<file path="src/rtl/core/gdd_pkg.sv">
package gdd_pkg;

   localparam int SAMPLE_W   = 32;
   localparam int DGAIN_W    = 15;
   localparam int KGAIN_W    = 16;
   localparam int SIZE_W     = 11;
   localparam int CSR_ADDR_W = 2;
   localparam int CSR_DATA_W = 16;

   localparam logic [CSR_ADDR_W-1:0] CSR_DIFFUSION_GAIN = 2'd0;
   localparam logic [CSR_ADDR_W-1:0] CSR_DECAY_GAIN     = 2'd1;
   localparam logic [CSR_ADDR_W-1:0] CSR_ROW_LENGTH     = 2'd2;
   localparam logic [CSR_ADDR_W-1:0] CSR_ROW_COUNT      = 2'd3;

   localparam logic [SIZE_W-1:0] SIZE_RESET = 11'd1024;
   localparam logic [SIZE_W-1:0] SIZE_MIN   = 11'd3;

   localparam int FIFO_DEPTH = 8;
   localparam int FIFO_AW    = 3;

   // classified item with the five stencil taps
   typedef struct packed {
      logic [SAMPLE_W-1:0] ctr;
      logic [SAMPLE_W-1:0] up;
      logic [SAMPLE_W-1:0] down;
      logic [SAMPLE_W-1:0] left;
      logic [SAMPLE_W-1:0] right;
      logic                pass1;
      logic                has1;
      logic                has2;
      logic                fend2;
   } gdd_operand_type;

   // one or two results waiting for the output side
   typedef struct packed {
      logic [SAMPLE_W-1:0] v1;
      logic                has1;
      logic [SAMPLE_W-1:0] v2;
      logic                has2;
      logic                fend2;
   } gdd_entry_type;

endpackage

</file>
<file path="src/rtl/core/gdd_fifo.sv">
module gdd_fifo (
   input  logic                           clock,
   input  logic                           reset,
   input  logic                           push,
   input  gdd_pkg::gdd_entry_type         push_entry,
   input  logic                           pop,
   output gdd_pkg::gdd_entry_type         head,
   output logic                           empty,
   output logic [gdd_pkg::FIFO_AW:0]      count
);

   localparam int AW = gdd_pkg::FIFO_AW;

   gdd_pkg::gdd_entry_type entry_ff [gdd_pkg::FIFO_DEPTH];
   logic [AW-1:0] wr_ptr_ff, rd_ptr_ff;
   logic [AW:0]   count_ff, count_in;

   always_comb begin
      count_in = count_ff;
      if (push && !pop) begin
         count_in = count_ff + 1'b1;
      end else if (pop && !push) begin
         count_in = count_ff - 1'b1;
      end
   end

   always_ff @(posedge clock) begin
      if (reset) begin
         wr_ptr_ff <= '0;
         rd_ptr_ff <= '0;
         count_ff  <= '0;
      end else begin
         if (push) begin
            wr_ptr_ff <= wr_ptr_ff + 1'b1;
         end
         if (pop) begin
            rd_ptr_ff <= rd_ptr_ff + 1'b1;
         end
         count_ff <= count_in;
      end
   end

   always_ff @(posedge clock) begin
      if (push) begin
         entry_ff[wr_ptr_ff] <= push_entry;
      end
   end

   assign head  = entry_ff[rd_ptr_ff];
   assign empty = (count_ff == '0);
   assign count = count_ff;

endmodule

</file>
<file path="config.mk">
export PLATFORM = sky130hd
export DESIGN_NAME = gdd_fifo
export DESIGN_NICKNAME = d
export VERILOG_FILES = /design/src/rtl/core/gdd_pkg.sv /design/src/rtl/core/gdd_fifo.sv
export SDC_FILE = /design/constraint.sdc
export NUM_CORES = 1
export LEC_CHECK = 0
export ABC_AREA = 1
export BUFFER_PORTS_ARGS = -buffer_cell sky130_fd_sc_hd__buf_2
export CAP_MARGIN = 20
export CORE_MARGIN = 5
export CORE_UTILIZATION = 50
export CTS_CLUSTER_SIZE = 40
export DETAILED_ROUTE_END_ITERATION = 16
export PLACE_DENSITY = 0.72
export REMOVE_ABC_BUFFERS = 1
export SETUP_SLACK_MARGIN = 0.4
export SYNTH_ARGS = -nofsm -noshare
export SYNTH_HDL_FRONTEND = slang
export SYNTH_SLANG_ARGS = --single-unit
</file>
<file path="constraint.sdc">
create_clock -name clock -period 4.6 [get_ports clock]
set_clock_uncertainty 0.1 [all_clocks]
set_input_delay 0.46 -clock clock [delete_from_list [all_inputs] [get_ports clock]]
set_output_delay 0.46 -clock clock [all_outputs]
set_load 0.005 [all_outputs]
</file>
; ---- After elaboration in Yosys (flattened, before gate mapping)
; Memory sizes are Yosys's and may differ from the RTL's. A register that Yosys moved wholly into a read port is not among the register bits.
; Index checks and enable logic that the tools add are counted.
[totals]
out_inout_bits = 72
ramBits = 536
memories = 1
inputBits = 71
wordCells = 20
regBits = 10
[classes]
n_reduce_logical = 6
n_mux = 6
add_sub_neg = 4
[memory_table]
columns = memory, depth, width, rd, rd_clocked_by_memory_dff, wr, line
row1 = entry_ff, 8, 67, 1, 1, 1, gdd_fifo.sv:14  ; gdd_pkg::gdd_entry_type entry_ff [gdd_pkg::FIFO_DEPTH];
[ops]
columns = op, n
row1 = $mux W4, 2
row2 = $add A3 B1 Y3 const B, 2
row3 = $mux W3, 2
row4 = $add A4 B1 Y4 const B, 1
row5 = $logic_not A4 Y1, 1
row6 = $sub A4 B1 Y4 const B, 1
row7 = $logic_and A1 B1 Y1, 2
row8 = $logic_not A1 Y1, 2
row9 = $mux W1, 2
row10 = $reduce_bool A2 Y1, 1

; ---- Logic depth before layout (Yosys ltp)
[depth]
ltp_word = 4
mapped_depth = 11
depth_no_buf = 11

; ---- Worst setup path after synthesis
; No wires, ideal clock.
[synth_path]
path_kind = input -> register
start = input port push
end = memory entry_ff[0][0] in the netlist's numbering, enable pin
n_path_buf = 0
setup_ps = 492
path_slack_ps = 375
t_required_ps = 4008
arrival_ps = 3632
cell_stages = 3
cell_sequence = inv_1 > or2_2 > nor2_1
[synth_via]
elab_chain_cells = 2
[synth_lines]
columns = element, line
row1 = "start, declared", gdd_fifo.sv:4  ; input logic push,
row2 = $mux W1, gdd_fifo.sv:44  ; if (push) begin
row3 = $mux W1 (not written as such), gdd_fifo.sv:45  ; entry_ff[wr_ptr_ff] <= push_entry;
row4 = "end, declared", gdd_fifo.sv:14
; Every way passes these cells.

==> results.sh <==
export IMPL_worstPathRequired_ps=4040
export IMPL_stdcell_area_um2=24730
export IMPL_r2r_end="entry_ff[6][38]"
export IMPL_ys_seq_elements=549
export IMPL_seqCellArea_um2=16370
export IMPL_hold_violations=0
export IMPL_insertion_delay_ps=580
export IMPL_fillCellCount=3367
export IMPL_die_h_um=219.6
export IMPL_hold_start="push_entry[23]"
export IMPL_synth_xor_area_share_pct=0.1196
export IMPL_clockBufferDepth=3
export IMPL_power_mw=10.77
export IMPL_crit_fanout=243
export IMPL_drv_slew=0
export IMPL_grt_pass1_vias=13510
export IMPL_cts_buffers=53
export IMPL_startpoint_type="register"
export IMPL_fin_crit_sh_pct=77.20
export IMPL_ff2ff_setup_slack_ps=2170
export IMPL_yosys_warnings=0
export IMPL_multi_input_area_um2=5000
export IMPL_antenna_found_initial=9
export IMPL_grt_pass1_wl_um=75220
export IMPL_synth_compound_area_share_pct=6.299
export IMPL_numPortBuffers=142
export IMPL_drcViolationCount=0
export IMPL_path_clk_slew_ps=60
export IMPL_vias=13860
export IMPL_synth_top_family_by_area="simple AND/OR/NAND/NOR gates"
export IMPL_worst_slew_pin_slew_ps=1343
export IMPL_yosysSeqAreaShare_pct=74.45
export IMPL_run_status="finished, final reports clean"
export IMPL_dr_pass1_iters=5
export IMPL_ff2ff_path_depth=3
export IMPL_fin_crit_ps=3551
export IMPL_wirelength_um=48870
export IMPL_htree_levels=2
export IMPL_cp_end_kind="primary output"
export IMPL_rsz0062_at_grt="false"
export IMPL_critPathKind="reg2out"
export IMPL_leakagePower_nw=9.051
export IMPL_max_cap_violations=0
export IMPL_via_per_inst=5.315
export IMPL_die_area_um2=48230
export IMPL_gp_congestion=0.7432
export IMPL_hp_class="in2reg"
export IMPL_ctsHoldBuffers=0
export IMPL_ctsResizeCount=0
export IMPL_syn_area_per_cell_um2=11.78
export IMPL_die_w_um=219.6
export IMPL_gr_total_overflow=0
export IMPL_syn_inst=1865
export IMPL_cts_tree="done"
export IMPL_grt_max_degree=244
export IMPL_synth_adder_area_share_pct=0.3759
export IMPL_hold_end="entry_ff[3][23]"
export IMPL_cts_setup_buffers=0
export IMPL_powerDensity_nw_per_um2=435.4
export IMPL_first_iter_violations=1241
export IMPL_rr_startpoint="wr_ptr_ff[0]"
export IMPL_synth_cell_type_count=26
export IMPL_netlist_area_um2=21970
export IMPL_row_count=76
export IMPL_max_slew_margin_pct=10.44
export IMPL_arrival_ps=2990
export IMPL_wl_per_cell_um=18.74
export IMPL_syn_to_final_growth_pct=12.59
export IMPL_fmax_mhz=281.6
export IMPL_nets=2060
export IMPL_cts_root_buf="clkbuf_16"
export IMPL_whs_path_depth=1
export IMPL_drive_above_1_share_pct=12.38
export IMPL_ioPinCount=143
export IMPL_finalSetupViolCount=0
export IMPL_post_dp_hpwl_um=25310
export IMPL_synthMuxAreaShare_pct=0
export IMPL_initial_core_util_pct=50.78
export IMPL_dpl_cell_area_um2=23130
export IMPL_grt_use_total_pct=20.02
export IMPL_ir_drop_mv=0.3127
export IMPL_clock_sinks=549
export IMPL_post_route_util_pct=57.17
export IMPL_yosys_area_share_simple_pct=15.69
export IMPL_coreArea_um2=43270
export IMPL_postRouteAntennaNets=0
==> state kept, by name, summed over array words and instances (netlist names), named ones only <==
name / flops
count: 4
entry_ff: 536
rd_ptr_ff: 3
wr_ptr_ff: 3
==> layout make-up <==
| cell class | instances | area share, % |
|---|---|---|
| Timing Repair Buffer | 167 | 3.936 |
| Inverter | 13 | 0.2276 |
| Sequential cell | 549 | 66.17 |
| Multi-Input combinational cell | 1199 | 20.21 |
| Clock buffer | 68 | 5.590 |
| Clock inverter | 24 | 0.8701 |
| Tap cell | 585 | 2.959 |
| Antenna cell | 3 | 0.03035 |
==> cells in the mapped netlist <==
cell	instances	share of area (%)
o21ai_0	75	1.7
nand2_1	354	6.0
or2_2	2	0.057
nor3_1	1	0.023
edfxtp_1	536	73
inv_1	11	0.19
buf_6	14	0.72
nor3b_1	1	0.034
clkbuf_2	5	0.11
a211oi_1	1	0.034
buf_2	42	0.96
buf_4	18	0.62
xor2_1	2	0.080
nor2_1	552	9.4
ha_1	5	0.28
xnor2_1	1	0.040
inv_2	1	0.017
a21oi_1	6	0.14
fa_1	1	0.091
nand3_1	3	0.068
dfxtp_1	13	1.2
nor4_1	1	0.028
o21ai_1	194	4.4
buf_1	7	0.12
inv_4	1	0.028
clkbuf_1	18	0.31
==> stage by stage <==
step | std cells | setup TNS (ps) | hold WS [ps] | setup WS (ps)
6_report | 2608 | 0 | 43.35 | 1049
5_1_grt | 2606 | 0 | 29.76 | 846.2
4_1_cts | 2605 | 0 | 2.700 | 1061
3_5_place_dp | 2513 | 0 | 389.9 | 1701
3_3_place_gp | 2513 | 0 | 379.5 | 1782
2_1_floorplan | 1761 | -267720 | 349.2 | -4000
==> worst max path at each step <==
stage	startpoint	endpoint	slack, ps	cells after the start
after CTS	register	head[7]	1060	8
after global placement	register	head[50]	1780	8
final	register	head[38]	1050	8
after detailed placement	register	head[7]	1700	8
after global routing	register	head[38]	850	8
after floorplan	register	head[0]	-4000	5
==> critical path, stage by stage (launching register included) <==
cell and delay [ps]:
dfxtp_4 560, buf_12 650, nor2_1 150, nor2_1 140
o21ai_0 100, nand2_1 110, nand2_1 50, nand2_1 150
buf_2 130
==> kinds of logic (layout without fill, tap and decap cells) <==
group,count (synthesis),in the layout
AND/OR/NAND/NOR,914,914
flip-flops,549,549
AO/OA/AOI/OAI,276,276
buffers and inverters,117,272
adder cells (fa/ha/maj),6,6
XOR/XNOR,3,3
other,0,3
==> where the power goes <==
group          internal [mW]  switching, mW
clock                   2.33           1.73
sequential              5.61         0.0453
combinational          0.341          0.711
total                   8.28           2.49
==> metal layers <==
metal / up-vias / wire [um] / global-route usage [%]
met2: 409 / 23400 / 32.34
met1: 6749 / 21160 / 28.03
met5: - / 53 / 0
li1: 6612 / - / -
met4: 12 / 815 / 5.367
met3: 80 / 3450 / 4.259
==> cell usage in the layout, fill, tap and decap left out, drive strengths merged <==
cell,Yosys,final
nor3,1,1
clkbuf,23,68
nor3b,1,1
edfxtp,536,536
nand2,354,354
ha,5,5
dfxtp,13,13
diode,0,3
nor2,552,552
a211oi,1,1
clkinvlp,0,3
a21oi,6,6
inv,13,13
or2,2,2
xor2,2,2
buf,81,167
clkinv,0,17
xnor2,1,1
fa,1,1
nand3,3,3
o21ai,269,269
bufinv,0,4
nor4,1,1
No activity file was read; power rests on OpenSTA's default activity.
