<file path="src/rtl/core/gdd_pkg.sv">
package gdd_pkg;

   localparam int SAMPLE_W   = 32;
   localparam int DGAIN_W    = 15;
   localparam int KGAIN_W    = 16;
   localparam int SIZE_W     = 11;
   localparam int CSR_ADDR_W = 2;
   localparam int CSR_DATA_W = 16;

   localparam logic [CSR_ADDR_W-1:0] CSR_DIFFUSION_GAIN = 2'd0;
   localparam logic [CSR_ADDR_W-1:0] CSR_DECAY_GAIN     = 2'd1;
   localparam logic [CSR_ADDR_W-1:0] CSR_ROW_LENGTH     = 2'd2;
   localparam logic [CSR_ADDR_W-1:0] CSR_ROW_COUNT      = 2'd3;

   localparam logic [SIZE_W-1:0] SIZE_RESET = 11'd1024;
   localparam logic [SIZE_W-1:0] SIZE_MIN   = 11'd3;

   localparam int FIFO_DEPTH = 8;
   localparam int FIFO_AW    = 3;

   // classified item with the five stencil taps
   typedef struct packed {
      logic [SAMPLE_W-1:0] ctr;
      logic [SAMPLE_W-1:0] up;
      logic [SAMPLE_W-1:0] down;
      logic [SAMPLE_W-1:0] left;
      logic [SAMPLE_W-1:0] right;
      logic                pass1;
      logic                has1;
      logic                has2;
      logic                fend2;
   } gdd_operand_type;

   // one or two results waiting for the output side
   typedef struct packed {
      logic [SAMPLE_W-1:0] v1;
      logic                has1;
      logic [SAMPLE_W-1:0] v2;
      logic                has2;
      logic                fend2;
   } gdd_entry_type;

endpackage

</file>
<file path="src/rtl/core/gdd_stencil.sv">
module gdd_stencil (
   input  logic                              clock,
   input  logic                              reset,
   input  logic                              op_valid,
   input  gdd_pkg::gdd_operand_type          op,
   input  logic [gdd_pkg::DGAIN_W-1:0]       diffusion_gain,
   input  logic [gdd_pkg::KGAIN_W-1:0]       decay_gain,
   output logic                              push,
   output gdd_pkg::gdd_entry_type            push_entry,
   output logic [2:0]                        busy
);

   localparam int SW = gdd_pkg::SAMPLE_W;

   typedef struct packed {
      logic [SW-1:0] ctr;
      logic [SW-1:0] x;
      logic          pass1;
      logic          has1;
      logic          has2;
      logic          fend2;
   } tag_type;

   tag_type            tag_in;
   logic               st2_valid_ff, st3_valid_ff, st4_valid_ff;
   tag_type            st2_tag_ff, st3_tag_ff, st4_tag_ff;

   logic [33:0]        st2_sum_in, st2_sum_ff;
   logic [18:0]        k_wide;
   logic [17:0]        st2_k_ff;
   logic signed [49:0] st3_p1_in, st3_p2_in, st3_p1_ff, st3_p2_ff;
   logic signed [51:0] st4_acc_in, st4_acc_ff;
   logic [35:0]        shifted;
   logic [SW-1:0]      sat;

   always_comb begin
      tag_in.ctr   = op.ctr;
      tag_in.x     = op.down;
      tag_in.pass1 = op.pass1;
      tag_in.has1  = op.has1;
      tag_in.has2  = op.has2;
      tag_in.fend2 = op.fend2;
      st2_sum_in   = {{2{op.up[SW-1]}}, op.up} + {{2{op.down[SW-1]}}, op.down}
                   + {{2{op.left[SW-1]}}, op.left} + {{2{op.right[SW-1]}}, op.right};
      // center weight 1 - 4a - b in Q.16
      k_wide       = 19'h10000 - {2'b00, diffusion_gain, 2'b00} - {3'b000, decay_gain};
   end

   always_comb begin
      st3_p1_in  = $signed(st2_tag_ff.ctr) * $signed(st2_k_ff);
      st3_p2_in  = $signed({1'b0, diffusion_gain}) * $signed(st2_sum_ff);
      st4_acc_in = 52'(st3_p1_ff) + 52'(st3_p2_ff) + 52'sd32768;
   end

   always_ff @(posedge clock) begin
      if (reset) begin
         st2_valid_ff <= 1'b0;
         st3_valid_ff <= 1'b0;
         st4_valid_ff <= 1'b0;
      end else begin
         st2_valid_ff <= op_valid;
         st3_valid_ff <= st2_valid_ff;
         st4_valid_ff <= st3_valid_ff;
      end
   end

   always_ff @(posedge clock) begin
      st2_tag_ff <= tag_in;
      st2_sum_ff <= st2_sum_in;
      st2_k_ff   <= k_wide[17:0];
      st3_tag_ff <= st2_tag_ff;
      st3_p1_ff  <= st3_p1_in;
      st3_p2_ff  <= st3_p2_in;
      st4_tag_ff <= st3_tag_ff;
      st4_acc_ff <= st4_acc_in;
   end

   // drop the 16 extra fraction bits and clip to 32 bits
   always_comb begin
      shifted = st4_acc_ff[51:16];
      if (shifted[35:31] == 5'b00000 || shifted[35:31] == 5'b11111) begin
         sat = shifted[SW-1:0];
      end else if (shifted[35]) begin
         sat = 32'h8000_0000;
      end else begin
         sat = 32'h7FFF_FFFF;
      end
   end

   always_comb begin
      push             = st4_valid_ff;
      push_entry.v1    = st4_tag_ff.pass1 ? st4_tag_ff.ctr : sat;
      push_entry.has1  = st4_tag_ff.has1;
      push_entry.v2    = st4_tag_ff.x;
      push_entry.has2  = st4_tag_ff.has2;
      push_entry.fend2 = st4_tag_ff.fend2;
      busy             = {st4_valid_ff, st3_valid_ff, st2_valid_ff};
   end

endmodule

</file>
<file path="config.mk">
export PLATFORM = sky130hd
export DESIGN_NAME = gdd_stencil
export DESIGN_NICKNAME = d
export VERILOG_FILES = /design/src/rtl/core/gdd_pkg.sv /design/src/rtl/core/gdd_stencil.sv
export SDC_FILE = /design/constraint.sdc
export NUM_CORES = 2
export LEC_CHECK = 0
export BUFFER_PORTS_ARGS = -buffer_cell sky130_fd_sc_hd__buf_2
export CAP_MARGIN = 20
export CORE_MARGIN = 5
export CORE_UTILIZATION = 50
export CTS_CLUSTER_SIZE = 16
export DETAILED_ROUTE_END_ITERATION = 8
export PLACE_DENSITY = 0.7
export SLEW_MARGIN = 20
export SYNTH_ARGS = -nofsm -noshare
export SYNTH_HDL_FRONTEND = slang
export SYNTH_SLANG_ARGS = --single-unit
</file>
<file path="constraint.sdc">
create_clock -name clock -period 6.4 [get_ports clock]
set_clock_uncertainty 0.2 [all_clocks]
set_input_delay 0.64 -clock clock [delete_from_list [all_inputs] [get_ports clock]]
set_output_delay 0.64 -clock clock [all_outputs]
set_load 0.1 [all_outputs]
</file>
# Word-level counts from Yosys, hierarchy flattened
# Cells that the tools add are included.
# totals
regBits	411
input_bits	198
output_inout_bits	71
word_cells	41
# op_classes
add_sub_neg	7
mul	2
n_eq_ne	1
mux	3
reduce_logical	2
# ops
op	n
$mux W32	3
$add A51 B17 Y52 const B	1
$add A50 B50 Y51	1
$mul A16 B34 Y50	1
$mul A32 B18 Y50	1
$add A33 B32 Y34	1
$add A34 B34 Y34	1
$add A32 B32 Y33	1
$sub A17 B17 Y18 const A	1
$sub A18 B17 Y18	1
$eq A5 B5 Y1 const B	1
$logic_not A5 Y1	1
$logic_or A1 B1 Y1	1

# Depth between registers and ports, before layout
# logic_depth
word_depth	4
depth_mapped	26
ltp_nobuf	25

# Worst setup path before layout
# No wires, ideal clock.
# synth_timing
path_type	input to register
from	input port diffusion_gain[1] in the netlist's numbering
to	register st3_p2_ff[49]
setup_time_ns	0.072
t_arrival_ns	6.453
required_ns	6.128
path_slack_ns	-0.325
cell_stages	23
path_buffers	2
cell_sequence	clkbuf_1 > clkbuf_1 > nand2_1 > fa_1 > fa_1 > fa_1 > inv_1 > fa_1 > fa_1 > inv_1 > fa_1 > inv_1 > ha_1 > a211oi_2 > o221ai_1 > a211oi_2 > o211ai_2 > a31o_2 > a31oi_2 > o2111ai_1 > a31o_1 > a21oi_1 > xor2_1
# synth_between
elab_chain_len	1
# synth_lines
item	line	rtl
start, declared	gdd_stencil.sv:6	input logic [gdd_pkg::DGAIN_W-1:0] diffusion_gain,
$mul A16 B34 Y50	gdd_stencil.sv:51	st3_p2_in = $signed({1'b0, diffusion_gain}) * $signed(st2_sum_ff);
via st3_p2_in[49]	gdd_stencil.sv:31	logic signed [49:0] st3_p1_in, st3_p2_in, st3_p1_ff, st3_p2_ff;
end signal, assigned	gdd_stencil.sv:73	st3_p2_ff <= st3_p2_in;
end, declared	gdd_stencil.sv:31	
# The timed path passes the listed nets, and every way through them passes these cells.
# A chain may end at the register's enable or synchronous reset.

# Final worst setup path
# layout_timing
from	register st2_k_ff[6]
to	register st3_p1_ff[47]
# layout_between
elab_chain_len	1
# layout_lines
item	line	rtl
start, declared	gdd_stencil.sv:30	logic [17:0] st2_k_ff;
start signal, assigned	gdd_stencil.sv:70	st2_k_ff <= k_wide[17:0];
$mul A32 B18 Y50	gdd_stencil.sv:50	st3_p1_in = $signed(st2_tag_ff.ctr) * $signed(st2_k_ff);
via st3_p1_in[47]	gdd_stencil.sv:31	
end signal, assigned	gdd_stencil.sv:72	st3_p1_ff <= st3_p1_in;
end, declared	gdd_stencil.sv:31	
# The timed path passes the listed nets, and every way through them passes these cells.

==> run_results.csv <==
group,metric,value,unit
run_status,outcome,"finished with violations",
run_status,violations,"setup timing",
global_routing,antenna_found_initial,14,
floorplanning,ios,269,
cells_and_area,drive_gt1_share,18.6,%
place,gp_congestion,0.907,
timing,rsz0062_at_grt,"true",
setup_path,cp_cell_sequence,"buf_12 -> and2_1 -> fa_1 -> inv_1 -> fa_1 -> fa_1 -> inv_2 -> fa_1 -> fa_1 -> inv_2 -> fa_1 -> inv_2 -> ha_4 -> nand2_4 -> or3b_4 -> a311oi_4 -> nor3_4 -> a21oi_2 -> a41o_1 -> a31oi_1 -> o21ai_1 -> buf_4 -> a21oi_2 -> xnor2_1",
synth,synth_top_area_share,42.0,%
setup_path,startpoint_type,"flip-flop",
clock_tree,cts_tree,"yes",
timing,setup_ws,-0.142,ns
clock_tree,clock-root-buffer,"clkbuf_16",
setup_path,crit_path_max_incr_delay,0.55,ns
setup_path,crit_top_cell,"fa_1",
setup_path,path_delay_family,"adder cells",
floorplanning,initial_core_util,50.4,%
synth,yosys_warnings,0,
synth,syn_area_per_cell,9.52,um^2
setup_path,path_buf_inv,6,
synth,yosys-top-cells-area,"fa_1 (42%), dfxtp_1 (15%), ha_1 (9.6%), inv_1 (8.4%), nand2_1 (5.5%)",
synth,synth_compound_area_share,6.61,%
worst_hold_path,hp-class,"input port to flip-flop",
clock_tree,cts_sinks,395,
place,io_buffers,268,
drt,routed_wl,130,mm
drt,wl_met1,53.0,mm
drt,drt_iter0_drc,2121,
floorplanning,die_y,334,um
synth,synthSimpleGateAreaFrac,13.2,%
clock_tree,clkSlewWorstSetupHoldPaths,0.06,ns
clock_tree,clock_path_buffers,3,
drt,drc,0,
setup_path,cp.arrival,6.86,ns
setup_path,critPathMaxFanout,13,
timing,finalMaxSlewViolations,0,
cells_and_area,multi_input_comb_area,39900,um^2
setup_path,worstSetupPathType,"flip-flop to flip-flop",
global_routing,grt_usage,23.6,%
synth,synth_top_family_by_area,"adder cells",
floorplanning,fp.dieW,334,um
timing,fin_crit_sh,102,%
timing,slew_headroom,48.8,%
synth,synth-seq-area-share,15.1,%
cells_and_area,fillerInstances,8563,
synth,synthAdderAreaFrac,51.6,%
synth,yosys_most_used_dff,"dfxtp_1",
drt,viasPerCell,5.09,
timing,tightestPinTransition,0.769,ns
setup_path,end_kind,"flip-flop",
drt,drt-pass1-iter-count,6,
synth,synth_edf_count,0,
setup_path,cp.required,6.71,ns
clock_tree,htreeDepth,2,
global_routing,grt_pass1_wl,213,mm
cells_and_area,area_growth,19.4,%
drt,via_count,38700,
timing,final-hold-violation-count,0,
synth,synth_mux_area_share,0.0406,%
clock_tree,clk_latency,0.64,ns
synth,synth_most_common_cell,"inv_1",
drt,wl_per_cell,17.2,um
timing,max_freq,153,MHz
timing,min_period,6.54,ns
synth,synth-xor-area-share,2.98,%
floorplanning,floorplan.rows,118,
synth,syn_area,52300,um^2
global_routing,grt_pass1_vias,42000,
global_routing,grt_max_degree,64,
timing,setup_viol,6,
synth,synthDistinctLibCells,79,
drt,routed.top_layer,"met5",
floorplanning,dieArea,111000,um^2
floorplanning,core-area,104000,um^2
cells_and_area,utilization,60.2,%
synth,yosys_register_bits,395,
clock_tree,cts_inserted_buffers,47,
place,dp_hpwl,108,mm
setup_path,crit_slowest_cell,"fa_1",
cells_and_area,num-nets-final,7876,
drt,route.met3.wl,9.60,mm
global_routing,grt-ovfl-total,0,
drt,wl_met2,63.3,mm
synth,synth_nets,7195,
synth,async_reset_ff_share,0,%
cells_and_area,seqCellArea,8050,um^2
synth,synthCells,5499,
synth,synthTopCellsByCount,"inv_1 (1,169), fa_1 (1,098), nand2_1 (763)",
drt,drtAntennaViolNets,0,
run,maxCapViolations,0,
synth,yosysTopAreaCell,"fa_1",
==> placed cells by master (no fill, tap or decap), types with 50 or more instances in the layout <==
cell type / n
fa_1: 1064
nand2_1: 750
xor2_1: 50
xnor2_1: 128
a21o_1: 77
clkbuf_16: 50
and2_1: 409
ha_1: 371
inv_1: 1145
buf_4: 468
nor2_1: 118
dfxtp_1: 340
buf_2: 265
dlygate4sd3_1: 70
a21oi_1: 167
o21ai_0: 92
==> final timing paths <==
kind                 startpoint            end  slack (ns)  cells past startpoint
setup / recovery    st2_k_ff[6]  st3_p1_ff[47]       -0.14                     24
hold / removal         op_valid   st2_valid_ff        0.05                      2
setup reg to reg    st2_k_ff[6]  st3_p1_ff[47]       -0.14                     24
hold reg to reg   st2_tag_ff[0]  st3_tag_ff[0]        0.12                      0
==> per-stage QoR <==
stage	cell area [um^2]	TNS [ns]	setup WS [ns]	std cells	hold slack [ns]
after global placement	58600	-7.23	-0.513	7389	0.110
after detailed placement	58600	-9.31	-0.588	7389	0.112
after floorplan	52500	-0.0466	-0.0334	5499	0.110
after CTS	61500	-0.0919	-0.0514	7565	0.00726
after global routing	62500	-2.19	-0.311	7598	0.0345
final	62500	-0.380	-0.142	7600	0.0481
==> layout make-up <==
cell class                 instances  area share, %
inverter                        1170           7.03
clock buffer                      56           2.05
multi-input combinational       3682           63.8
timing repair buffer             884           10.9
clock inverter                    30          0.531
antenna                            3         0.0120
sequential                       395           12.9
tap                             1380           2.76
==> state kept, by name, indices dropped and copies added, names as in the netlist <==
signal,count
st2_tag_ff,68
st3_tag_ff,68
st3_p1_ff,50
st3_p2_ff,50
st4_acc_ff,36
push_entry,35
st2_sum_ff,34
st4_tag_ff,33
st2_k_ff,18
push,1
st2_valid_ff,1
st3_valid_ff,1
==> logic make-up (layout without fill, tap and decap cells) <==
logic type | after synthesis | count (layout)
adder cells (fa/ha/maj) | 1498 | 1498
AND/OR/NAND/NOR | 1465 | 1465
buffers and inverters | 1422 | 2140
AO/OA/AOI/OAI | 539 | 539
flip-flops | 395 | 395
XOR/XNOR | 178 | 178
multiplexers | 2 | 2
other | 0 | 3
==> routing by layer <==
layer  track usage, %  vias up
li1                 -    17800
met1             31.3    19500
met2             39.3     1130
met3             5.10      265
met4             7.19        4
met5                0        -
==> repair_timing <==
item,CTS,global route
hold buffers,70,0
gates resized for setup,130,206
pin swaps,75,139
setup buffers,24,33
cloned,1,1
endpoints found under the hold margin,72,0
endpoints found under the setup margin,27,29
Power is not shown: default switching activity piles up to over one toggle a cycle in this logic, so the estimate is an artifact.
