`config.mk`:
```
export PLATFORM = sky130hd
export DESIGN_NAME = gdd_emit
export DESIGN_NICKNAME = d
export VERILOG_FILES = /design/src/rtl/core/gdd_pkg.sv /design/src/rtl/core/gdd_emit.sv
export SDC_FILE = /design/constraint.sdc
export NUM_CORES = 1
export LEC_CHECK = 0
export ABC_AREA = 1
export BUFFER_PORTS_ARGS = -buffer_cell sky130_fd_sc_hd__buf_2
export CELL_PAD_IN_SITES_DETAIL_PLACEMENT = 1
export CELL_PAD_IN_SITES_GLOBAL_PLACEMENT = 1
export CORE_MARGIN = 2
export CORE_UTILIZATION = 29
export CTS_CLUSTER_DIAMETER = 150
export CTS_CLUSTER_SIZE = 8
export DETAILED_ROUTE_END_ITERATION = 16
export GPL_TIMING_DRIVEN = 0
export PLACE_DENSITY_LB_ADDON = 0.12
export SETUP_SLACK_MARGIN = 0.02
export SYNTH_ARGS = -nofsm -noshare
export SYNTH_HDL_FRONTEND = slang
export SYNTH_SLANG_ARGS = --single-unit
```
`constraint.sdc`:
```
create_clock -name clock -period 1.75 [get_ports clock]
set_clock_uncertainty 0.1 [all_clocks]
set_input_delay 0 -clock clock [delete_from_list [all_inputs] [get_ports clock]]
set_output_delay 0 -clock clock [all_outputs]
set_load 0.1 [all_outputs]
```
`src/rtl/core/gdd_pkg.sv`:
```
package gdd_pkg;

   localparam int SAMPLE_W   = 32;
   localparam int DGAIN_W    = 15;
   localparam int KGAIN_W    = 16;
   localparam int SIZE_W     = 11;
   localparam int CSR_ADDR_W = 2;
   localparam int CSR_DATA_W = 16;

   localparam logic [CSR_ADDR_W-1:0] CSR_DIFFUSION_GAIN = 2'd0;
   localparam logic [CSR_ADDR_W-1:0] CSR_DECAY_GAIN     = 2'd1;
   localparam logic [CSR_ADDR_W-1:0] CSR_ROW_LENGTH     = 2'd2;
   localparam logic [CSR_ADDR_W-1:0] CSR_ROW_COUNT      = 2'd3;

   localparam logic [SIZE_W-1:0] SIZE_RESET = 11'd1024;
   localparam logic [SIZE_W-1:0] SIZE_MIN   = 11'd3;

   localparam int FIFO_DEPTH = 8;
   localparam int FIFO_AW    = 3;

   // classified item with the five stencil taps
   typedef struct packed {
      logic [SAMPLE_W-1:0] ctr;
      logic [SAMPLE_W-1:0] up;
      logic [SAMPLE_W-1:0] down;
      logic [SAMPLE_W-1:0] left;
      logic [SAMPLE_W-1:0] right;
      logic                pass1;
      logic                has1;
      logic                has2;
      logic                fend2;
   } gdd_operand_type;

   // one or two results waiting for the output side
   typedef struct packed {
      logic [SAMPLE_W-1:0] v1;
      logic                has1;
      logic [SAMPLE_W-1:0] v2;
      logic                has2;
      logic                fend2;
   } gdd_entry_type;

endpackage

```
`src/rtl/core/gdd_emit.sv`:
```
module gdd_emit (
   input  logic                             clock,
   input  logic                             reset,
   input  gdd_pkg::gdd_entry_type           head,
   input  logic                             empty,
   output logic                             pop,
   output logic                             rsp_tvalid,
   input  logic                             rsp_tready,
   output logic [gdd_pkg::SAMPLE_W-1:0]     rsp_tdata,
   output logic                             rsp_tlast,
   output logic                             rsp_tuser
);

   localparam int SW = gdd_pkg::SAMPLE_W;

   logic          valid_ff, valid_in;
   logic          sub_ff, sub_in;
   logic [SW-1:0] value_ff, value_in;
   logic          last_ff, last_in;
   logic          fend_ff, fend_in;
   logic          load, done;

   // first result is the row above, second is the own passthrough
   always_comb begin
      load = !empty && (!valid_ff || rsp_tready);
      if (head.has1 && !sub_ff) begin
         value_in = head.v1;
         last_in  = !head.has2;
         fend_in  = 1'b0;
         done     = !head.has2;
      end else begin
         value_in = head.v2;
         last_in  = 1'b1;
         fend_in  = head.fend2;
         done     = 1'b1;
      end
      pop      = load && done;
      sub_in   = load ? !done : sub_ff;
      valid_in = load ? 1'b1 : (valid_ff && !rsp_tready);
   end

   always_ff @(posedge clock) begin
      if (reset) begin
         valid_ff <= 1'b0;
         sub_ff   <= 1'b0;
      end else begin
         valid_ff <= valid_in;
         sub_ff   <= sub_in;
      end
   end

   always_ff @(posedge clock) begin
      if (load) begin
         value_ff <= value_in;
         last_ff  <= last_in;
         fend_ff  <= fend_in;
      end
   end

   assign rsp_tvalid = valid_ff;
   assign rsp_tdata  = value_ff;
   assign rsp_tlast  = last_ff;
   assign rsp_tuser  = fend_ff;

endmodule

```
### Yosys cells after proc, flatten, opt, wreduce, memory -nomap -nowiden

Index checks and enable logic that the tools add are counted.

* word-level logic and storage cells: 19
* output and inout port bits: 36
* register bits: 36
* input bits: 71

* reductions and logical operators: 11
* mux-type cells: 3

Operators by type and width (count)
* $mux 32: 1
* $logic_not 1->1: 6
* $logic_and 1x1->1: 4
* $mux 1: 2
* $logic_or 1x1->1: 1

### Longest topological paths before layout

Gate-level depths: netlist of run 1.

* depth in word-level cells: 4
* mapped depth: 6
* depth with buffers taken out: 6

### Worst setup path before layout of run 1

Ideal clock, no wire load.

* kind: register to register
* start point: reg valid_ff (netlist: rsp_tvalid)
* end point: reg sub_ff
* library setup time: 0.186 ns
* required time: 1.464 ns
* path slack: -0.864 ns
* data arrival time: 2.328 ns
* stages on the path, launching flop included: 5
* clock period less this slack: 2.614 ns
* buffers on the path: 0
* cells stage by stage: dfxtp_1 nand2_1 nand2_1 nor2_1 nor2_1

* word-level cells in the longest chain between the ends: 3

RTL lines
* start, declared: line gdd_emit.sv:16 `logic valid_ff, valid_in;`
* start signal, assigned: line gdd_emit.sv:47 `valid_ff <= valid_in;`
* $logic_not 1->1: line gdd_emit.sv:25 `load = !empty && (!valid_ff || rsp_tready);`
* $logic_or 1x1->1: line gdd_emit.sv:25
* $logic_and 1x1->1: line gdd_emit.sv:25
* end signal, assigned: line gdd_emit.sv:48 `sub_ff <= sub_in;`
* end, declared: line gdd_emit.sv:17 `logic sub_ff, sub_in;`

Every way passes these cells.
A chain may end at the register's enable or synchronous reset.

### Worst setup path in the final report of run 1

* start point: reg sub_ff
* end point: reg value_ff[25] (netlist: rsp_tdata[25]) (data pin)

* word-level cells in the longest chain between the ends: 3

RTL lines
* $logic_not 1->1: line gdd_emit.sv:26 `if (head.has1 && !sub_ff) begin`
* $logic_and 1x1->1: line gdd_emit.sv:26
* $mux 32: line gdd_emit.sv:26
* via value_in[25]: line gdd_emit.sv:18 `logic [SW-1:0] value_ff, value_in;`
* end signal, assigned: line gdd_emit.sv:54 `value_ff <= value_in;`
* end, declared: line gdd_emit.sv:18

The timed path passes the listed nets, and every way through them passes these cells.

==> results of run 1 <==
==> synthesized netlist by cell type, drive strengths merged <==
master	instances
nand2	101
edfxtp	34
inv	9
buf	6
nor2	4
dfxtp	2
a21oi	1
==> where the power goes <==
part | internal [mW] | switching (mW)
clock | 0.277 | 0.296
sequential | 1.03 | 0.0174
combinational | 0.312 | 0.677
==> through the flow <==
step	util (%)	cells	instance area (um2)	setup slack, ns	hold WS (ns)
after floorplan	-	157	1590	-0.0811	-0.0406
after global placement	42.8	333	2210	-0.0119	0.0689
after detailed placement	42.8	333	2210	0.0151	0.0672
after CTS	57.6	410	2980	0.0485	0.0434
after global routing	59.5	412	3080	-0.0151	0.0723
final	59.5	412	3080	0.0614	0.0630
==> layout by cell type (no fill, tap or decap), types with 2 or more instances in the layout <==
cell type	synthesis	routed
dlygate4sd3_1	0	62
nand2_2	9	12
inv_1	7	6
buf_8	1	2
dlymetal6s4s_1	0	6
clkbuf_1	0	2
buf_2	2	106
clkinvlp_4	0	2
nor2_1	4	3
buf_6	2	3
clkbuf_8	0	5
nand2_1	91	88
edfxtp_1	34	34
==> critical path, delay by kind of cell (launching register included) <==
family	cells	cell delay, ns
buffers and inverters	4	0.80
DFF	1	0.34
and+or+nand+nor	3	0.20
==> cell type report <==
cell class / count / area, um2 / area share, %
well taps: 70 / 87.6 / 2.84
inverters: 9 / 47.5 / 1.54
clock inverters: 1 / 3.75 / 0.122
plain buffers: 6 / 83.8 / 2.72
multi-input cells: 106 / 448 / 14.5
flip-flops and latches: 36 / 1070 / 34.6
repair inverters: 1 / 7.51 / 0.244
repair buffers: 176 / 1260 / 40.9
clock buffers: 7 / 76.3 / 2.48
==> timing repair <==
action | 4_1_cts | 5_1_grt
gates cloned | 1 | 1
pin swaps | 0 | 1
setup endpoints to repair | 34 | 27
endpoints found under the hold margin | 36 | 7
hold buffers | 68 | 7
buffers inserted | 0 | 1
gates resized for setup | 1 | 23
==> worst paths after layout <==
path,start,endpoint,depth (start not counted)
hold reg to reg,sub_ff,sub_ff,4
setup reg to reg,sub_ff,rsp_tdata[25],7
setup / recovery,sub_ff,rsp_tdata[25],7
hold / removal,head[34],rsp_tlast,4
==> layer usage <==
metal / track usage, % / part of all wire [%]
met1: 20.7 / 36
met2: 36.3 / 54
met3: 5.12 / 7.5
met4: 7.86 / 2.3
met5: 0 / 0
==> kinds of logic (layout without fill, tap and decap cells) <==
logic type	count (synthesis)	after routing	share of synthesized area, %
compound gates	1	1	0.316
buf+inv	15	200	5.78
flops	36	36	67.1
simple gates	105	105	26.8
==> state kept, by name, indices dropped and copies added (netlist names) <==
name	cells
rsp_tdata	32
rsp_tlast	1
rsp_tuser	1
rsp_tvalid	1
sub_ff	1
==> results.cfg, run 1 <==
[sta]
tns_ns = 0
drv_slew = 0
fin_crit_sh_pct = 96.5
setup_violations = 0
slew_headroom_pct = 66.6
max_clock_freq_mhz = 592
tightest_slew_ns = 0.504
grt_setup_unrepaired = true
finalHoldViolations = 0
fin_crit_ns = 1.69

[power]
total_power_mw = 2.61
power_density_nw_per_um2 = 848
vdd_ir_drop_max_uv = 384
p_leak_nw = 1.57

[logic_synthesis]
syn_nets = 228
ys_seq_area_share_pct = 67.1
postSynthCellCount = 157
ys_warn_count = 0
yosys-top-cells-area = edfxtp_1 65%, nand2_1 22%, nand2_2 3.6%, dfxtp_1 2.5%, inv_1 1.7%
yosysTopAreaCell = edfxtp_1
synth_cell_type_count = 14
syn_area_um2 = 1580
synth.top_cell.area_share_pct = 64.6
synth_seq_cells = 36
syn_avg_cell_area_um2 = 10.1

[critical_path]
crit_chain = inv_4, nand2_8, inv_8, buf_12, nand2_2, nand2_1, dlygate4sd3_1
crit_path_end_kind = flip-flop
arrival_ns = 1.63
r2r_setup_slack_ns = 0.06
start_kind = flip-flop
crit_path_top_delay_cell = dlygate4sd3_1
path_max_fanout = 10
cp.required_ns = 1.69
cp_slowest_stage_delay_ns = 0.55
worstSetupPathType = flip-flop to flip-flop

[cts]
cts_buffers = 5
h-tree-depth = 2
clock_latency_ns = 0.28
clk_pin_slew_ns = 0.07
clockBufferDepth = 2
tritoncts = done
root_buffer = clkbuf_8
cts_sinks = 36

[global_route]
grt_pass1_wl_um = 9000
grt_max_degree = 18
gr-total-overflow = 0
grt_use_total_pct = 19.5
grt_antenna_before_repair = 0
grt_pass1_vias = 1895

[routing]
ant_nets = 0
drtPass1Iterations = 4
drtIter0Drc = 75
routed_wl_um = 5610
drcViolationCount = 0
via_count = 1742
routedWlPerCell_um = 13.6
viasPerCell = 4.23

[run]
maxCapViolCount = 0

[floorplan]
start_util_pct = 30.6
die_h_um = 77.8
core_area_um2 = 5170
core.rowCount = 26
die_w_um = 77.8
ios = 107
die-area_um2 = 6060

[placed_design]
place_congestion = 0.763
dp_hpwl_um = 3060
io_buffers = 106

[cells_and_area]
nets = 412
fillers = 628
antennaDiodeCount = 0
syn_to_final_growth_pct = 94.7
layout-drive-gt1-share_pct = 40.6

[hold_path]
hold_class = primary input to flip-flop

[status]
status = finished, final reports clean
Note: power is estimated with default switching activity, not from simulation.
==> run 2: changes to the inputs <==
--- a/config.mk
+++ b/config.mk
@@ -5,12 +5,11 @@
 export SDC_FILE = /design/constraint.sdc
 export NUM_CORES = 1
 export LEC_CHECK = 0
-export ABC_AREA = 1
 export BUFFER_PORTS_ARGS = -buffer_cell sky130_fd_sc_hd__buf_2
 export CELL_PAD_IN_SITES_DETAIL_PLACEMENT = 1
 export CELL_PAD_IN_SITES_GLOBAL_PLACEMENT = 1
 export CORE_MARGIN = 2
-export CORE_UTILIZATION = 29
+export CORE_UTILIZATION = 28
 export CTS_CLUSTER_DIAMETER = 150
 export CTS_CLUSTER_SIZE = 8
 export DETAILED_ROUTE_END_ITERATION = 16
==> results.cfg, run 2 <==
[status]
status = finished, final reports clean

[floorplan]
ios = 107
core.rowCount = 26
die-area_um2 = 6100
start_util_pct = 29.5
core_area_um2 = 5200
die_w_um = 78.1
die_h_um = 78.1

[cts]
cts_buffers = 5
clock_latency_ns = 0.29
clockBufferDepth = 2
cts_sinks = 36
tritoncts = done
root_buffer = clkbuf_8
h-tree-depth = 2
clk_pin_slew_ns = 0.07

[sta]
drv_slew = 0
max_clock_freq_mhz = 620
setup_violations = 0
finalHoldViolations = 0
fin_crit_sh_pct = 92.2
fin_crit_ns = 1.61
setup_slack_ns = 0.137
slew_headroom_pct = 64.4
grt_setup_unrepaired = false
hold_ws_ns = 0.0454
tightest_slew_ns = 0.533

[logic_synthesis]
syn_area_um2 = 1540
synth_seq_cells = 36
syn_nets = 223
yosysTopAreaCell = edfxtp_1
synth-edff-count = 34
synth.top_cell.area_share_pct = 66.4
synth_most_common_cell = nand2_1
synth_cell_type_count = 12
postSynthCellCount = 152
ys.flop_type = edfxtp_1
synth_common_cells = 97 x nand2_1, 34 x edfxtp_1, 5 x buf_2
ys_seq_area_share_pct = 69.0
ys_warn_count = 0
ys_async_sr_fraction_pct = 0
syn_avg_cell_area_um2 = 10.1
yosys-top-cells-area = edfxtp_1 66%, nand2_1 24%, dfxtp_1 2.6%, buf_2 1.6%, buf_4 1.5%

[power]
p_sw_share_pct = 36.9
vdd_ir_drop_max_uv = 371
power_frac_clock_pct = 24.2
p_comb_share_pct = 34.7
seqPwrFrac_pct = 41.1
internal_power_mw = 1.59
p_switching_mw = 0.930
power_density_nw_per_um2 = 850
p_leak_nw = 1.45

[routing]
routed_wl_um = 5770
routedWlPerCell_um = 14.2
drtIter0Drc = 73
drtPass1Iterations = 6
via_count = 1720
ant_nets = 0
drcViolationCount = 0
viasPerCell = 4.24

[placed_design]
dp_hpwl_um = 3110
io_buffers = 106
post-place-ws_ns = -0.307
placed_area_um2 = 2180
place_congestion = 0.714

[global_route]
grt_pass1_wl_um = 9230
grt_pass1_vias = 1904
gr-total-overflow = 0
grt_antenna_before_repair = 0
grt_max_degree = 18
grt_use_total_pct = 19.7

[critical_path]
arrival_ns = 1.55
path_max_fanout = 6
start_kind = flip-flop
worstSetupPathType = flip-flop to flip-flop
cp.required_ns = 1.69
crit_path_end_kind = flip-flop

[cells_and_area]
syn_to_final_growth_pct = 92.9
layout_commonest_cell = buf_2
largest_reg_flops = 32
nets = 406
antennaDiodeCount = 0
layout_common_cells = 111 x buf_2, 97 x nand2_1, 68 x dlygate4sd3_1
fin_area_um2 = 2970
layout-drive-gt1-share_pct = 37.5

[run]
maxCapViolCount = 0

[hold_path]
hold_class = primary input to flip-flop
==> run 2: per-stage QoR <==
stage	utilization (%)	total power [mW]	instances	TNS (ns)
3_3_place_gp	41.8	1.79	328	-1.17
4_1_cts	56.9	2.54	406	0
2_1_floorplan	-	1.63	152	0
3_5_place_dp	41.8	1.80	328	-0.864
6_report	57.0	2.52	406	0
5_1_grt	57.0	2.62	406	0
==> run 2: area by class of cell <==
cell class,instances,area [um2]
Fill cell,628,2240
Timing Repair Buffer,175,1220
Sequential cell,36,1060
Multi-Input combinational cell,109,458
Clock buffer,8,90.1
Tap cell,70,87.6
Buffer,8,47.5
==> run 2: layer usage <==
layer	part of all wire [%]	up-vias	GRT usage, %
met5	0	-	0
met4	0.73	0	4.21
met3	5.8	6	4.83
met2	55	65	39.7
met1	38	794	20.2
li1	-	855	-
==> run 2: final timing paths <==
check | startpoint | endpoint | cells after the start | slack [ns]
min | empty | sub_ff | 3 | 0.05
max reg2reg | sub_ff | rsp_tdata[0] | 5 | 0.14
min reg2reg | sub_ff | sub_ff | 2 | 0.45
max | sub_ff | rsp_tdata[0] | 5 | 0.14
==> run 2: power by group through the flow <==
stage / Clock [mW] / Sequential (mW) / Combinational, mW
2_1_floorplan: 0 / 1.50 / 0.129
4_1_cts: 0.634 / 1.04 / 0.867
3_5_place_dp: 0 / 1.06 / 0.741
5_1_grt: 0.656 / 1.04 / 0.924
6_report: 0.610 / 1.04 / 0.874
3_3_place_gp: 0 / 1.05 / 0.735
==> run 2: what timing repair did <==
action | CTS | global route
setup buffers | 1 | 0
gates cloned | 1 | 0
hold buffers | 68 | 0
endpoints found under the hold margin | 36 | 0
endpoints found under the setup margin | 35 | 17
gates resized for setup | 0 | 1
pin swaps | 1 | 0
==> run 2: cell families (layout without fill, tap and decap cells) <==
logic type,after synthesis,after routing,synth area share (%)
flip-flops,36,36,69.0
buffers and inverters,8,191,3.09
AO/OA/AOI/OAI,3,3,0.976
AND/OR/NAND/NOR,105,106,26.9
==> run 2: worst max-delay path, stage by stage, from the launching register on <==
cell           delay [ns]
dfxtp_1              0.32
nand2b_1             0.14
buf_2                0.14
nand2_1              0.06
nand2_1              0.05
dlygate4sd3_1        0.55
==> run 3: changes to the inputs <==
==> constraint.sdc (replaced) <==
create_clock -name clock -period 1.8 [get_ports clock]
set_clock_uncertainty 0.1 [all_clocks]
set_input_delay 0 -clock clock [delete_from_list [all_inputs] [get_ports clock]]
set_output_delay 0 -clock clock [all_outputs]
set_load 0.1 [all_outputs]
==> results.cfg, run 3 (synthesis results as in run 2) <==
[global_route]
gr-total-overflow = 0
grt_max_degree = 18
grt_pass1_wl_um = 9250
grt_pass1_vias = 1905
grt_use_total_pct = 19.8
grt_antenna_before_repair = 0

[cts]
clockBufferDepth = 2
clk_pin_slew_ns = 0.08
h-tree-depth = 2
clock_latency_ns = 0.28
root_buffer = clkbuf_8
cts_sinks = 36
cts_buffers = 5
tritoncts = done

[floorplan]
core_area_um2 = 5200
start_util_pct = 29.5
ios = 107
die-area_um2 = 6100
core.rowCount = 26
die_h_um = 78.1
die_w_um = 78.1

[routing]
routedWlPerCell_um = 14.1
drcViolationCount = 0
routed_wl_um = 5710
ant_nets = 0
viasPerCell = 4.24
via_count = 1720
drtIter0Drc = 56
drtPass1Iterations = 2

[sta]
grt_setup_unrepaired = false
max_clock_freq_mhz = 593
setup_slack_ns = 0.114
hold_ws_ns = 0.0310
finalHoldViolations = 0
setup_violations = 0
fin_crit_sh_pct = 93.7
drv_slew = 0
tns_ns = 0
tightest_slew_ns = 0.538
fin_crit_ns = 1.69
slew_headroom_pct = 64.0

[power]
seqPwrFrac_pct = 41.1
power_density_nw_per_um2 = 829
p_switching_mw = 0.906
p_leak_nw = 1.45
power_frac_clock_pct = 24.3
vdd_ir_drop_max_uv = 358
p_comb_share_pct = 34.6
internal_power_mw = 1.55
p_sw_share_pct = 36.9

[cells_and_area]
antennaDiodeCount = 0
syn_to_final_growth_pct = 92.4
fillers = 623
nets = 406
layout-drive-gt1-share_pct = 37.2
layout_commonest_cell = buf_2
layout_common_cells = 111 x buf_2, 97 x nand2_1, 68 x dlygate4sd3_1
multi_input_area_um2 = 450
seq_area_um2 = 1060
final_cells = 406
largest_reg_flops = 32

[placed_design]
io_buffers = 106
place_congestion = 0.674
post-place-ws_ns = -0.287
dp_cells = 328
dp_hpwl_um = 3010

[run]
maxCapViolCount = 0

[critical_path]
crit_path_top_delay_cell = nor2b_1
crit_path_end_kind = output pin
path_buf_inv = 1
start_kind = flip-flop
crit_chain = nor2b_1, nor2_4, and2_4, buf_2
path_max_fanout = 3
cp.required_ns = 1.70
arrival_ns = 1.59
cp_slowest_stage_delay_ns = 0.45
worstSetupPathType = flip-flop to output pin
cp_top_family = simple AND/OR/NAND/NOR gates

[hold_path]
hold_class = primary input to flip-flop

[status]
status = finished, final reports clean
-- run 3: changes by cell type in the layout (fill, tap and decap cells not counted) --
cell	before	now
nor2b_4	1	0
nor2b_1	1	2
-- run 3: path summary, 6_finish.rpt --
check        startpoint             to  slack (ns)  cells after the start
max          rsp_tvalid            pop        0.11                      4
min               empty         sub_ff        0.03                      3
max reg2reg      sub_ff  rsp_tdata[31]        0.17                      5
min reg2reg      sub_ff         sub_ff        0.40                      2
-- run 3: power groups by stage --
stage	combinational [mW]	sequential [mW]	clock, mW
after floorplan	0.124	1.46	0
after global placement	0.713	1.03	0
after detailed placement	0.717	1.03	0
after CTS	0.841	1.01	0.616
after global routing	0.896	1.01	0.645
final	0.848	1.01	0.597
-- run 3: routing by layer --
| layer | global-route usage, % | wire [um] | share of wire, % |
|---|---|---|---|
| met1 | 21.5 | 2160 | 38 |
| met2 | 37.3 | 3120 | 55 |
| met3 | 3.68 | 284 | 5.0 |
| met4 | 8.42 | 149 | 2.6 |
| met5 | 0 | 0 | 0 |
-- run 3: final cells by class --
type	instances	share of cell area [%]
Multi-Input combinational cell	109	15.2
Tap cell	70	2.96
Sequential cell	36	36.0
Buffer	8	1.61
Clock buffer	8	3.04
Timing Repair Buffer	175	41.2
-- run 3: what timing repair did --
item,in CTS,in global routing
hold buffers,68,0
gates resized for setup,1,0
setup endpoints to repair,35,0
setup buffers,1,0
hold endpoints to repair,36,0
-- run 3: tightest hold or removal path, stage by stage --
cell and delay [ns]:
buf_2 0.18, nand4b_1 0.14, a21oi_1 0.06
-- run 3: through the flow --
stage          power [mW]  instance area, um2  util, %
6_report             2.45                2960     56.9
5_1_grt              2.55                2960     56.9
4_1_cts              2.47                2960     56.9
3_5_place_dp         1.74                2170     41.7
3_3_place_gp         1.74                2170     41.7
2_1_floorplan        1.58                1550        -
